`src/rtl/opc_pkg.sv`:
```
// Package for the OTA packet checker: payload types, status and reply codes, constants.
package opc_pkg;

   localparam int unsigned PACKET_BYTES_MAX_DEFAULT = 512;
   localparam int unsigned CHUNK_STRIDE             = 392;

   localparam logic [7:0]  SYNC_FIRST  = 8'hAA;
   localparam logic [7:0]  SYNC_SECOND = 8'h55;

   localparam logic [31:0] SETTINGS_SLOT1 = 32'hFFFF_FFFF;
   localparam logic [31:0] SETTINGS_SLOT0 = 32'h0000_0000;
   localparam logic [31:0] SLOT0_BASE_RESET = 32'h0800_2000;
   localparam logic [31:0] SLOT1_BASE_RESET = 32'h0802_1000;

   localparam logic [6:0]  PAGE_SLOT1 = 7'd66;
   localparam logic [6:0]  PAGE_SLOT0 = 7'd4;

   localparam int unsigned FIELD_BYTES         = 7;
   localparam int unsigned HEADER_PACKET_BYTES = 17;
   localparam int unsigned STAGED_FIRST        = 11;
   localparam int unsigned STAGED_BYTES        = 6;

   localparam logic [2:0] ST_NOT_PACKET     = 3'd0;
   localparam logic [2:0] ST_HEADER_OK      = 3'd1;
   localparam logic [2:0] ST_CHUNK_OK       = 3'd2;
   localparam logic [2:0] ST_CHECKSUM_ERROR = 3'd3;
   localparam logic [2:0] ST_SEQUENCE_LOST  = 3'd4;
   localparam logic [2:0] ST_TRUNCATED      = 3'd5;

   localparam logic [1:0] REPLY_NONE = 2'd0;
   localparam logic [1:0] REPLY_ACK  = 2'd1;
   localparam logic [1:0] REPLY_NAK  = 2'd2;

   localparam logic [1:0] CSR_SETTINGS_WORD = 2'd0;
   localparam logic [1:0] CSR_SLOT0_BASE    = 2'd1;
   localparam logic [1:0] CSR_SLOT1_BASE    = 2'd2;

   typedef struct packed {
      logic [7:0] data_byte;
      logic       last_byte;
   } opc_req_type;

   typedef struct packed {
      logic [2:0]  status;
      logic [1:0]  reply_code;
      logic [15:0] packet_index;
      logic [15:0] next_expected;
      logic [31:0] write_address;
      logic [15:0] write_length;
      logic        erase_request;
      logic [6:0]  erase_first_page;
      logic [31:0] total_length;
      logic [15:0] image_crc;
   } opc_rsp_type;

endpackage

```
`src/rtl/ota_packet_checker_core.sv`:
```
// OTA packet checker: parses update packets byte by byte and reports one result per packet.
//
//   channel | direction | handshake            | payload
//   --------+-----------+----------------------+------------------------------
//   req     | in        | req_valid/req_stall  | opc_req_type (byte, last flag)
//   rsp     | out       | rsp_valid/rsp_stall  | opc_rsp_type (packet result)
//   csr     | in        | csr_write_enable     | csr_index, csr_write_data
//
// One byte is taken every cycle unless req stalls. On its last byte a packet's result
// is registered into the result register, or into the skid if rsp stalls. Reset is
// synchronous and restores the register defaults and clears all packet and sequence
// state. The one-entry skid holds a second result, so req stalls only while it is full.
module ota_packet_checker_core #(
   parameter int unsigned PACKET_BYTES_MAX = opc_pkg::PACKET_BYTES_MAX_DEFAULT
) (
   input  logic                 clock,
   input  logic                 reset,
   input  logic                 req_valid,
   output logic                 req_stall,
   input  opc_pkg::opc_req_type req_data,
   output logic                 rsp_valid,
   input  logic                 rsp_stall,
   output opc_pkg::opc_rsp_type rsp_data,
   input  logic                 csr_write_enable,
   input  logic [1:0]           csr_index,
   input  logic [31:0]          csr_write_data
);

   localparam int unsigned POS_W    = $clog2(PACKET_BYTES_MAX + 1);
   localparam int unsigned STRIDE_W = $clog2(opc_pkg::CHUNK_STRIDE + 1);
   localparam int unsigned OFFS_W   = 16 + STRIDE_W;

   logic [31:0] settings_ff, slot0_base_ff, slot1_base_ff;

   logic [POS_W-1:0] pos_ff, pos_in;
   logic             hbad_ff, hbad_in;
   logic [15:0]      idx_ff, idx_in;
   logic [15:0]      len_ff, len_in;
   logic [7:0]       chk_ff, chk_in;
   logic [7:0]       xor_ff, xor_in;
   logic [47:0]      staged_ff, staged_in;

   logic [15:0]      expected_ff, expected_in;
   logic [31:0]      write_base_ff, write_base_in;
   logic [31:0]      total_ff, total_in;
   logic [15:0]      crc_ff, crc_in;

   opc_pkg::opc_rsp_type rsp_ff, skid_ff, rsp_new;
   logic                 rsp_valid_ff, skid_valid_ff;

   logic             accept, finish, take;
   logic [7:0]       b;
   logic [POS_W-1:0] p;
   logic [7:0]       sum;
   logic [OFFS_W-1:0] chunk_offset;
   logic             out_free;

   assign req_stall = skid_valid_ff;
   assign accept    = req_valid && !skid_valid_ff;
   assign finish    = accept && req_data.last_byte;
   assign b         = req_data.data_byte;
   assign p         = pos_ff;

   // per-byte field capture
   always_comb begin
      take      = (p < POS_W'(PACKET_BYTES_MAX));
      pos_in    = pos_ff;
      hbad_in   = hbad_ff;
      idx_in    = idx_ff;
      len_in    = len_ff;
      chk_in    = chk_ff;
      xor_in    = xor_ff;
      staged_in = staged_ff;
      if (take) begin
         pos_in = p + POS_W'(1);
         if (p == POS_W'(0) && b != opc_pkg::SYNC_FIRST)  hbad_in = 1'b1;
         if (p == POS_W'(1) && b != opc_pkg::SYNC_SECOND) hbad_in = 1'b1;
         if (p == POS_W'(2)) idx_in[15:8] = b;
         if (p == POS_W'(3)) idx_in[7:0]  = b;
         if (p == POS_W'(4)) len_in[15:8] = b;
         if (p == POS_W'(5)) len_in[7:0]  = b;
         if (p == POS_W'(6)) chk_in       = b;
         for (int i = 0; i < opc_pkg::STAGED_BYTES; i++) begin
            if (p == POS_W'(opc_pkg::STAGED_FIRST + i)) staged_in[47 - 8*i -: 8] = b;
         end
         if (p >= POS_W'(opc_pkg::FIELD_BYTES) &&
             17'(p - POS_W'(opc_pkg::FIELD_BYTES)) < {1'b0, len_ff}) begin
            xor_in = xor_ff ^ b;
         end
      end
   end

   assign chunk_offset = {{STRIDE_W{1'b0}}, expected_ff} *
                         {16'd0, STRIDE_W'(opc_pkg::CHUNK_STRIDE)};
   assign sum = (len_in == 16'd1) ? ~xor_in : xor_in;

   // packet decision on the last byte
   always_comb begin
      rsp_new       = '0;
      expected_in   = expected_ff;
      write_base_in = write_base_ff;
      total_in      = total_ff;
      crc_in        = crc_ff;
      rsp_new.status     = opc_pkg::ST_NOT_PACKET;
      rsp_new.reply_code = opc_pkg::REPLY_NONE;
      if (!hbad_in) begin
         rsp_new.packet_index = idx_in;
         if (pos_in < POS_W'(opc_pkg::FIELD_BYTES)) begin
            rsp_new.status = opc_pkg::ST_TRUNCATED;
         end else if (idx_in == 16'd0) begin
            if (pos_in < POS_W'(opc_pkg::HEADER_PACKET_BYTES)) begin
               rsp_new.status = opc_pkg::ST_TRUNCATED;
            end else begin
               rsp_new.status     = opc_pkg::ST_HEADER_OK;
               rsp_new.reply_code = opc_pkg::REPLY_ACK;
               total_in    = staged_in[47:16];
               crc_in      = staged_in[15:0];
               expected_in = 16'd0;
               if (settings_ff == opc_pkg::SETTINGS_SLOT1) begin
                  rsp_new.erase_request    = 1'b1;
                  rsp_new.erase_first_page = opc_pkg::PAGE_SLOT1;
                  write_base_in            = slot1_base_ff;
               end else if (settings_ff == opc_pkg::SETTINGS_SLOT0) begin
                  rsp_new.erase_request    = 1'b1;
                  rsp_new.erase_first_page = opc_pkg::PAGE_SLOT0;
                  write_base_in            = slot0_base_ff;
               end
            end
         end else if ({1'b0, idx_in} == {1'b0, expected_ff} + 17'd1) begin
            if (17'(pos_in) < {1'b0, len_in} + 17'(opc_pkg::FIELD_BYTES)) begin
               rsp_new.status = opc_pkg::ST_TRUNCATED;
            end else if (sum == chk_in) begin
               rsp_new.status        = opc_pkg::ST_CHUNK_OK;
               rsp_new.reply_code    = opc_pkg::REPLY_ACK;
               rsp_new.write_address = write_base_ff + 32'(chunk_offset);
               rsp_new.write_length  = len_in;
               expected_in           = idx_in;
            end else begin
               rsp_new.status = opc_pkg::ST_CHECKSUM_ERROR;
            end
         end else begin
            rsp_new.status     = opc_pkg::ST_SEQUENCE_LOST;
            rsp_new.reply_code = opc_pkg::REPLY_NAK;
         end
      end
      rsp_new.next_expected = expected_in;
      rsp_new.total_length  = total_in;
      rsp_new.image_crc     = crc_in;
   end

   always_ff @(posedge clock) begin
      if (reset) begin
         settings_ff   <= opc_pkg::SETTINGS_SLOT1;
         slot0_base_ff <= opc_pkg::SLOT0_BASE_RESET;
         slot1_base_ff <= opc_pkg::SLOT1_BASE_RESET;
      end else if (csr_write_enable) begin
         case (csr_index)
            opc_pkg::CSR_SETTINGS_WORD: settings_ff   <= csr_write_data;
            opc_pkg::CSR_SLOT0_BASE:    slot0_base_ff <= csr_write_data;
            opc_pkg::CSR_SLOT1_BASE:    slot1_base_ff <= csr_write_data;
            default: ;
         endcase
      end
   end

   always_ff @(posedge clock) begin
      if (reset) begin
         pos_ff    <= '0;
         hbad_ff   <= 1'b0;
         idx_ff    <= '0;
         len_ff    <= '0;
         chk_ff    <= '0;
         xor_ff    <= '0;
         staged_ff <= '0;
      end else if (finish) begin
         pos_ff    <= '0;
         hbad_ff   <= 1'b0;
         idx_ff    <= '0;
         len_ff    <= '0;
         chk_ff    <= '0;
         xor_ff    <= '0;
         staged_ff <= '0;
      end else if (accept) begin
         pos_ff    <= pos_in;
         hbad_ff   <= hbad_in;
         idx_ff    <= idx_in;
         len_ff    <= len_in;
         chk_ff    <= chk_in;
         xor_ff    <= xor_in;
         staged_ff <= staged_in;
      end
   end

   always_ff @(posedge clock) begin
      if (reset) begin
         expected_ff   <= '0;
         write_base_ff <= '0;
         total_ff      <= '0;
         crc_ff        <= '0;
      end else if (finish) begin
         expected_ff   <= expected_in;
         write_base_ff <= write_base_in;
         total_ff      <= total_in;
         crc_ff        <= crc_in;
      end
   end

   // result register with one-entry skid
   assign out_free = !rsp_valid_ff || !rsp_stall;

   always_ff @(posedge clock) begin
      if (reset) begin
         rsp_valid_ff  <= 1'b0;
         skid_valid_ff <= 1'b0;
      end else if (out_free) begin
         rsp_valid_ff  <= skid_valid_ff || finish;
         skid_valid_ff <= 1'b0;
      end else if (finish) begin
         skid_valid_ff <= 1'b1;
      end
   end

   always_ff @(posedge clock) begin
      if (out_free) begin
         rsp_ff <= skid_valid_ff ? skid_ff : rsp_new;
      end
      if (!out_free && finish) begin
         skid_ff <= rsp_new;
      end
   end

   assign rsp_valid = rsp_valid_ff;
   assign rsp_data  = rsp_ff;

endmodule
```
`config.mk`:
```
export PLATFORM = sky130hd
export DESIGN_NAME = ota_packet_checker_core
export DESIGN_NICKNAME = d
export VERILOG_FILES = /design/src/rtl/opc_pkg.sv /design/src/rtl/ota_packet_checker_core.sv
export SDC_FILE = /design/constraint.sdc
export NUM_CORES = 1
export LEC_CHECK = 0
export CAP_MARGIN = 20
export CORE_UTILIZATION = 64
export DETAILED_ROUTE_END_ITERATION = 16
export DONT_BUFFER_PORTS = 1
export GPL_TIMING_DRIVEN = 0
export PLACE_DENSITY = 0.83
export SLEW_MARGIN = 10
export SYNTH_ARGS = -nofsm -noshare
export SYNTH_HDL_FRONTEND = slang
export SYNTH_SLANG_ARGS = --single-unit
```
`constraint.sdc`:
```
create_clock -name clock -period 21.6 [get_ports clock]
set_input_delay 1.08 -clock clock [delete_from_list [all_inputs] [get_ports clock]]
set_output_delay 1.08 -clock clock [all_outputs]
set_load 0.01 [all_outputs]
```
==> results.yml <==
logic_synthesis:
  ys_seq_area_share_pct: 48.8
  async_reset_ff_share_pct: 0
  post_synthesis_sequential_element_count: 573
  post-synth-top-count-cell: "sky130_fd_sc_hd__nand2_1"
  ys_dominant_reg_cell: "sky130_fd_sc_hd__dfxtp_1"
  syn_area_um2: 29100
  netlist_instances: 3018
  synthesis.area_per_instance_um2: 9.64
  synth-warning-count: 0
  ys_top_cells_by_area: "sky130_fd_sc_hd__edfxtp_1 (28%), sky130_fd_sc_hd__dfxtp_1 (21%), sky130_fd_sc_hd__nand2_1 (5.7%)"
  post-synth-top-area-fraction_pct: 28.1
  post-synth-top-area-cell: "sky130_fd_sc_hd__edfxtp_1"
  post_synth_edffs: 272
  synth.cells.most_frequent: "sky130_fd_sc_hd__nand2_1 (444), sky130_fd_sc_hd__dfxtp_1 (301), sky130_fd_sc_hd__nor2_1 (301), sky130_fd_sc_hd__edfxtp_1 (272), sky130_fd_sc_hd__a21oi_1 (250)"
  ys_types: 82
timing:
  finClkSkew_ns: 0.0191
  timing.final.hold_violations: 0
  post-route-period-util_pct: 32.8
  timing.max_slew.rel_slack_pct: 19.3
  slew_violations: 0
  fin_crit_ns: 7.10
  unrepaired_setup_endpoints_after_global_routing: "false"
  setup_tns_ns: 0
  maxClockFrequency_mhz: 141
  timing.hold.ws_ns: 0.454
  tightest_slew_ns: 1.18
  report.final.setup_viol: 0
setup_path:
  crit-reg2reg-capture: "rsp_data[73]"
  cp_cell_sequence: "buf_6 > nor4_4 > buf_6 > buf_2 > nand2_1 > xnor2_1 > ha_1 > a211o_1 > o211ai_1 > o2111ai_1 > a21oi_1 > clkbuf_1 > nor4_1 > nor4_1 > nand4_1 > a21oi_1 > nand3_1 > clkbuf_1 > o31ai_1"
  critical_path.startpoint_type: "flip-flop"
  worstSetupEndpointType: "flip-flop"
  cp.required_ns: 22.02
  worstPathMaxFanout: 10
  origin_of_the_critical_flop_to_flop_path: "p[5]"
  register_to_register_setup_slack_ns: 14.50
  worst-setup-path-type: "reg2reg"
  crit_arrival_ns: 7.52
  rr_worst_depth: 19
  cp_slowest_stage_delay_ns: 0.79
  cpMaxStageDelayCell: "sky130_fd_sc_hd__a21oi_1"
drt:
  wl_um: 87700
  average_via_count_per_standard_cell: 6.40
  dr.pass1.iters: 6
  dr.first_iter.drc_count: 2580
  antenna_violating_nets_post_route: 0
  drcViolationCount: 0
  vias_after_detailed_routing: 23897
  avgRoutedWirePerCell_um: 23.5
global_routing:
  gr-total-overflow: 0
  number_of_global_route_vias_before_repair: 23055
  grt_overall_usage_pct: 37.2
  initial_antenna_violation_count: 2
  grt_start_max_net_pins: 72
  grt_first_pass_wirelength_um: 133000
clock_network:
  cts_hold_buf: 0
  clock_sinks: 573
  clockBufferDepth: 3
  root_buffer: "sky130_fd_sc_hd__clkbuf_16"
  cts_buffers: 57
  cts_tree: "done"
  clock_tree.htree_level_count: 2
  clock_edge_transition_at_the_registers_on_the_reported_setup_and_hold_paths_ns: 0.06
  worstSkewPairLatency_ns: 0.63
  setup_repair_bufs_after_cts: 0
  cts_resized: 0
layout:
  final_layout_size_suffix_gt1_share_pct: 7.64
  nNetsFinal: 3261
  area.growth.synth_to_final_pct: 9.88
place:
  port-buffer-count: 0
  hpwlAfterDp_um: 63800
  gp_routability_congestion: 0.974
pwr:
  vdd_ir_drop_max_mv: 0.0772
  power_density_nw_per_um2: 71.9
  p_leak_nw: 12.5
min_path:
  min-delay-start: "slot0_base_ff[4]"
  hold_path_cell_cnt: 2
  hold_end: "slot0_base_ff[4]"
  timing.hold.worst.class: "reg2reg"
floorplan:
  placementRows: 77
  die_height_um: 215
  placeableCoreArea_um2: 44500
  top_level_ports: 191
  initial_core_util_pct: 65.4
  die_area_um2: 46300
  die_w_um: 215
job:
  cap_violations: 0
outcome:
  outcome: "complete, no violations"
==> final cells by class <==
type	count	area [µm²]
clock buffer	80	1620
fill	3238	12500
multi-input combinational	2114	13600
buffer	221	947
clock inverter	28	274
timing repair buffer	9	186
inverter	118	443
tap	592	741
antenna	1	2.50
sequential	573	14200
==> cell families after synthesis <==
| logic type | share of synthesized area (%) |
|---|---|
| adders and majority gates | 5.43 |
| other | 0.0129 |
| muxes | 6.41 |
| buffers and inverters | 4.78 |
| and+or+nand+nor | 16.8 |
| DFF | 48.8 |
| xor gates and xnor gates | 3.37 |
| AOI/OAI and AO/OA | 14.4 |
==> report_power, final <==
part / switching [mW] / total [mW] / internal (mW)
Clock: 0.429 / 1.00 / 0.572
Sequential: 0.0180 / 1.17 / 1.15
Combinational: 0.0917 / 0.126 / 0.0342
Total: 0.539 / 2.30 / 1.76
==> sequential cells by signal, indices dropped and copies added (netlist names), 32 cells and up <==
name,flops
write_base_ff,32
slot0_base_ff,32
rsp_data,136
slot1_base_ff,32
skid_ff,136
total_ff,32
staged_ff,48
settings_ff,32
==> per-stage QoR <==
step	util, %	area, µm²	std cells	total power, mW	worst slack (ns)
2_1_floorplan	-	29100	3026	1.27	10.42
3_3_place_gp	67.1	29900	3618	1.31	3.89
3_5_place_dp	67.5	30100	3625	1.32	14.42
4_1_cts	71.8	32000	3733	2.30	14.69
5_1_grt	71.8	32000	3735	2.35	14.23
6_report	71.8	32000	3736	2.30	14.50
==> per-layer routing <==
layer / wire length (µm) / vias to the layer above / global-route usage (%)
met1: 35700 / 11551 / 49.5
met5: 0 / - / 0
met2: 40400 / 1201 / 59.5
met3: 8160 / 214 / 7.56
li1: - / 10931 / -
met4: 3370 / 0 / 14.8
==> cells in the final DEF (no fill, tap or decap), drive strengths merged, types with 41 or more instances in the layout <==
cell type / count
a211oi: 58
nor2: 301
edfxtp: 272
dfxtp: 301
mux2i: 128
a21oi: 250
inv: 118
ha: 107
nand4: 43
o31ai: 95
o21ai: 48
nand2: 444
buf: 77
xnor2: 79
mux2: 52
nand3: 53
nor2b: 41
clkbuf: 233
==> worst max-delay path by stage <==
stage | from | end | slack, ns | cells after the start
after floorplan | rsp_stall | skid_ff[0] | 10.42 | 2
after global placement | rsp_stall | skid_ff[101] | 3.89 | 2
after detailed placement | req_data[2] | rsp_data[73] | 14.42 | 20
after CTS | p[5] | rsp_data[73] | 14.69 | 19
after global routing | p[5] | rsp_data[73] | 14.23 | 19
final | p[5] | rsp_data[73] | 14.50 | 19
==> worst max-delay path: cells and delay by family (launching register included) <==
kind / cells / cell delay [ns]
AO/OA/AOI/OAI: 6 / 2.10
flip-flops: 1 / 0.31
adder cells (fa/ha/maj): 1 / 0.21
XOR/XNOR: 1 / 0.16
AND/OR/NAND/NOR: 6 / 2.31
buffers and inverters: 5 / 1.77
Power figures use the tool's default switching activity.
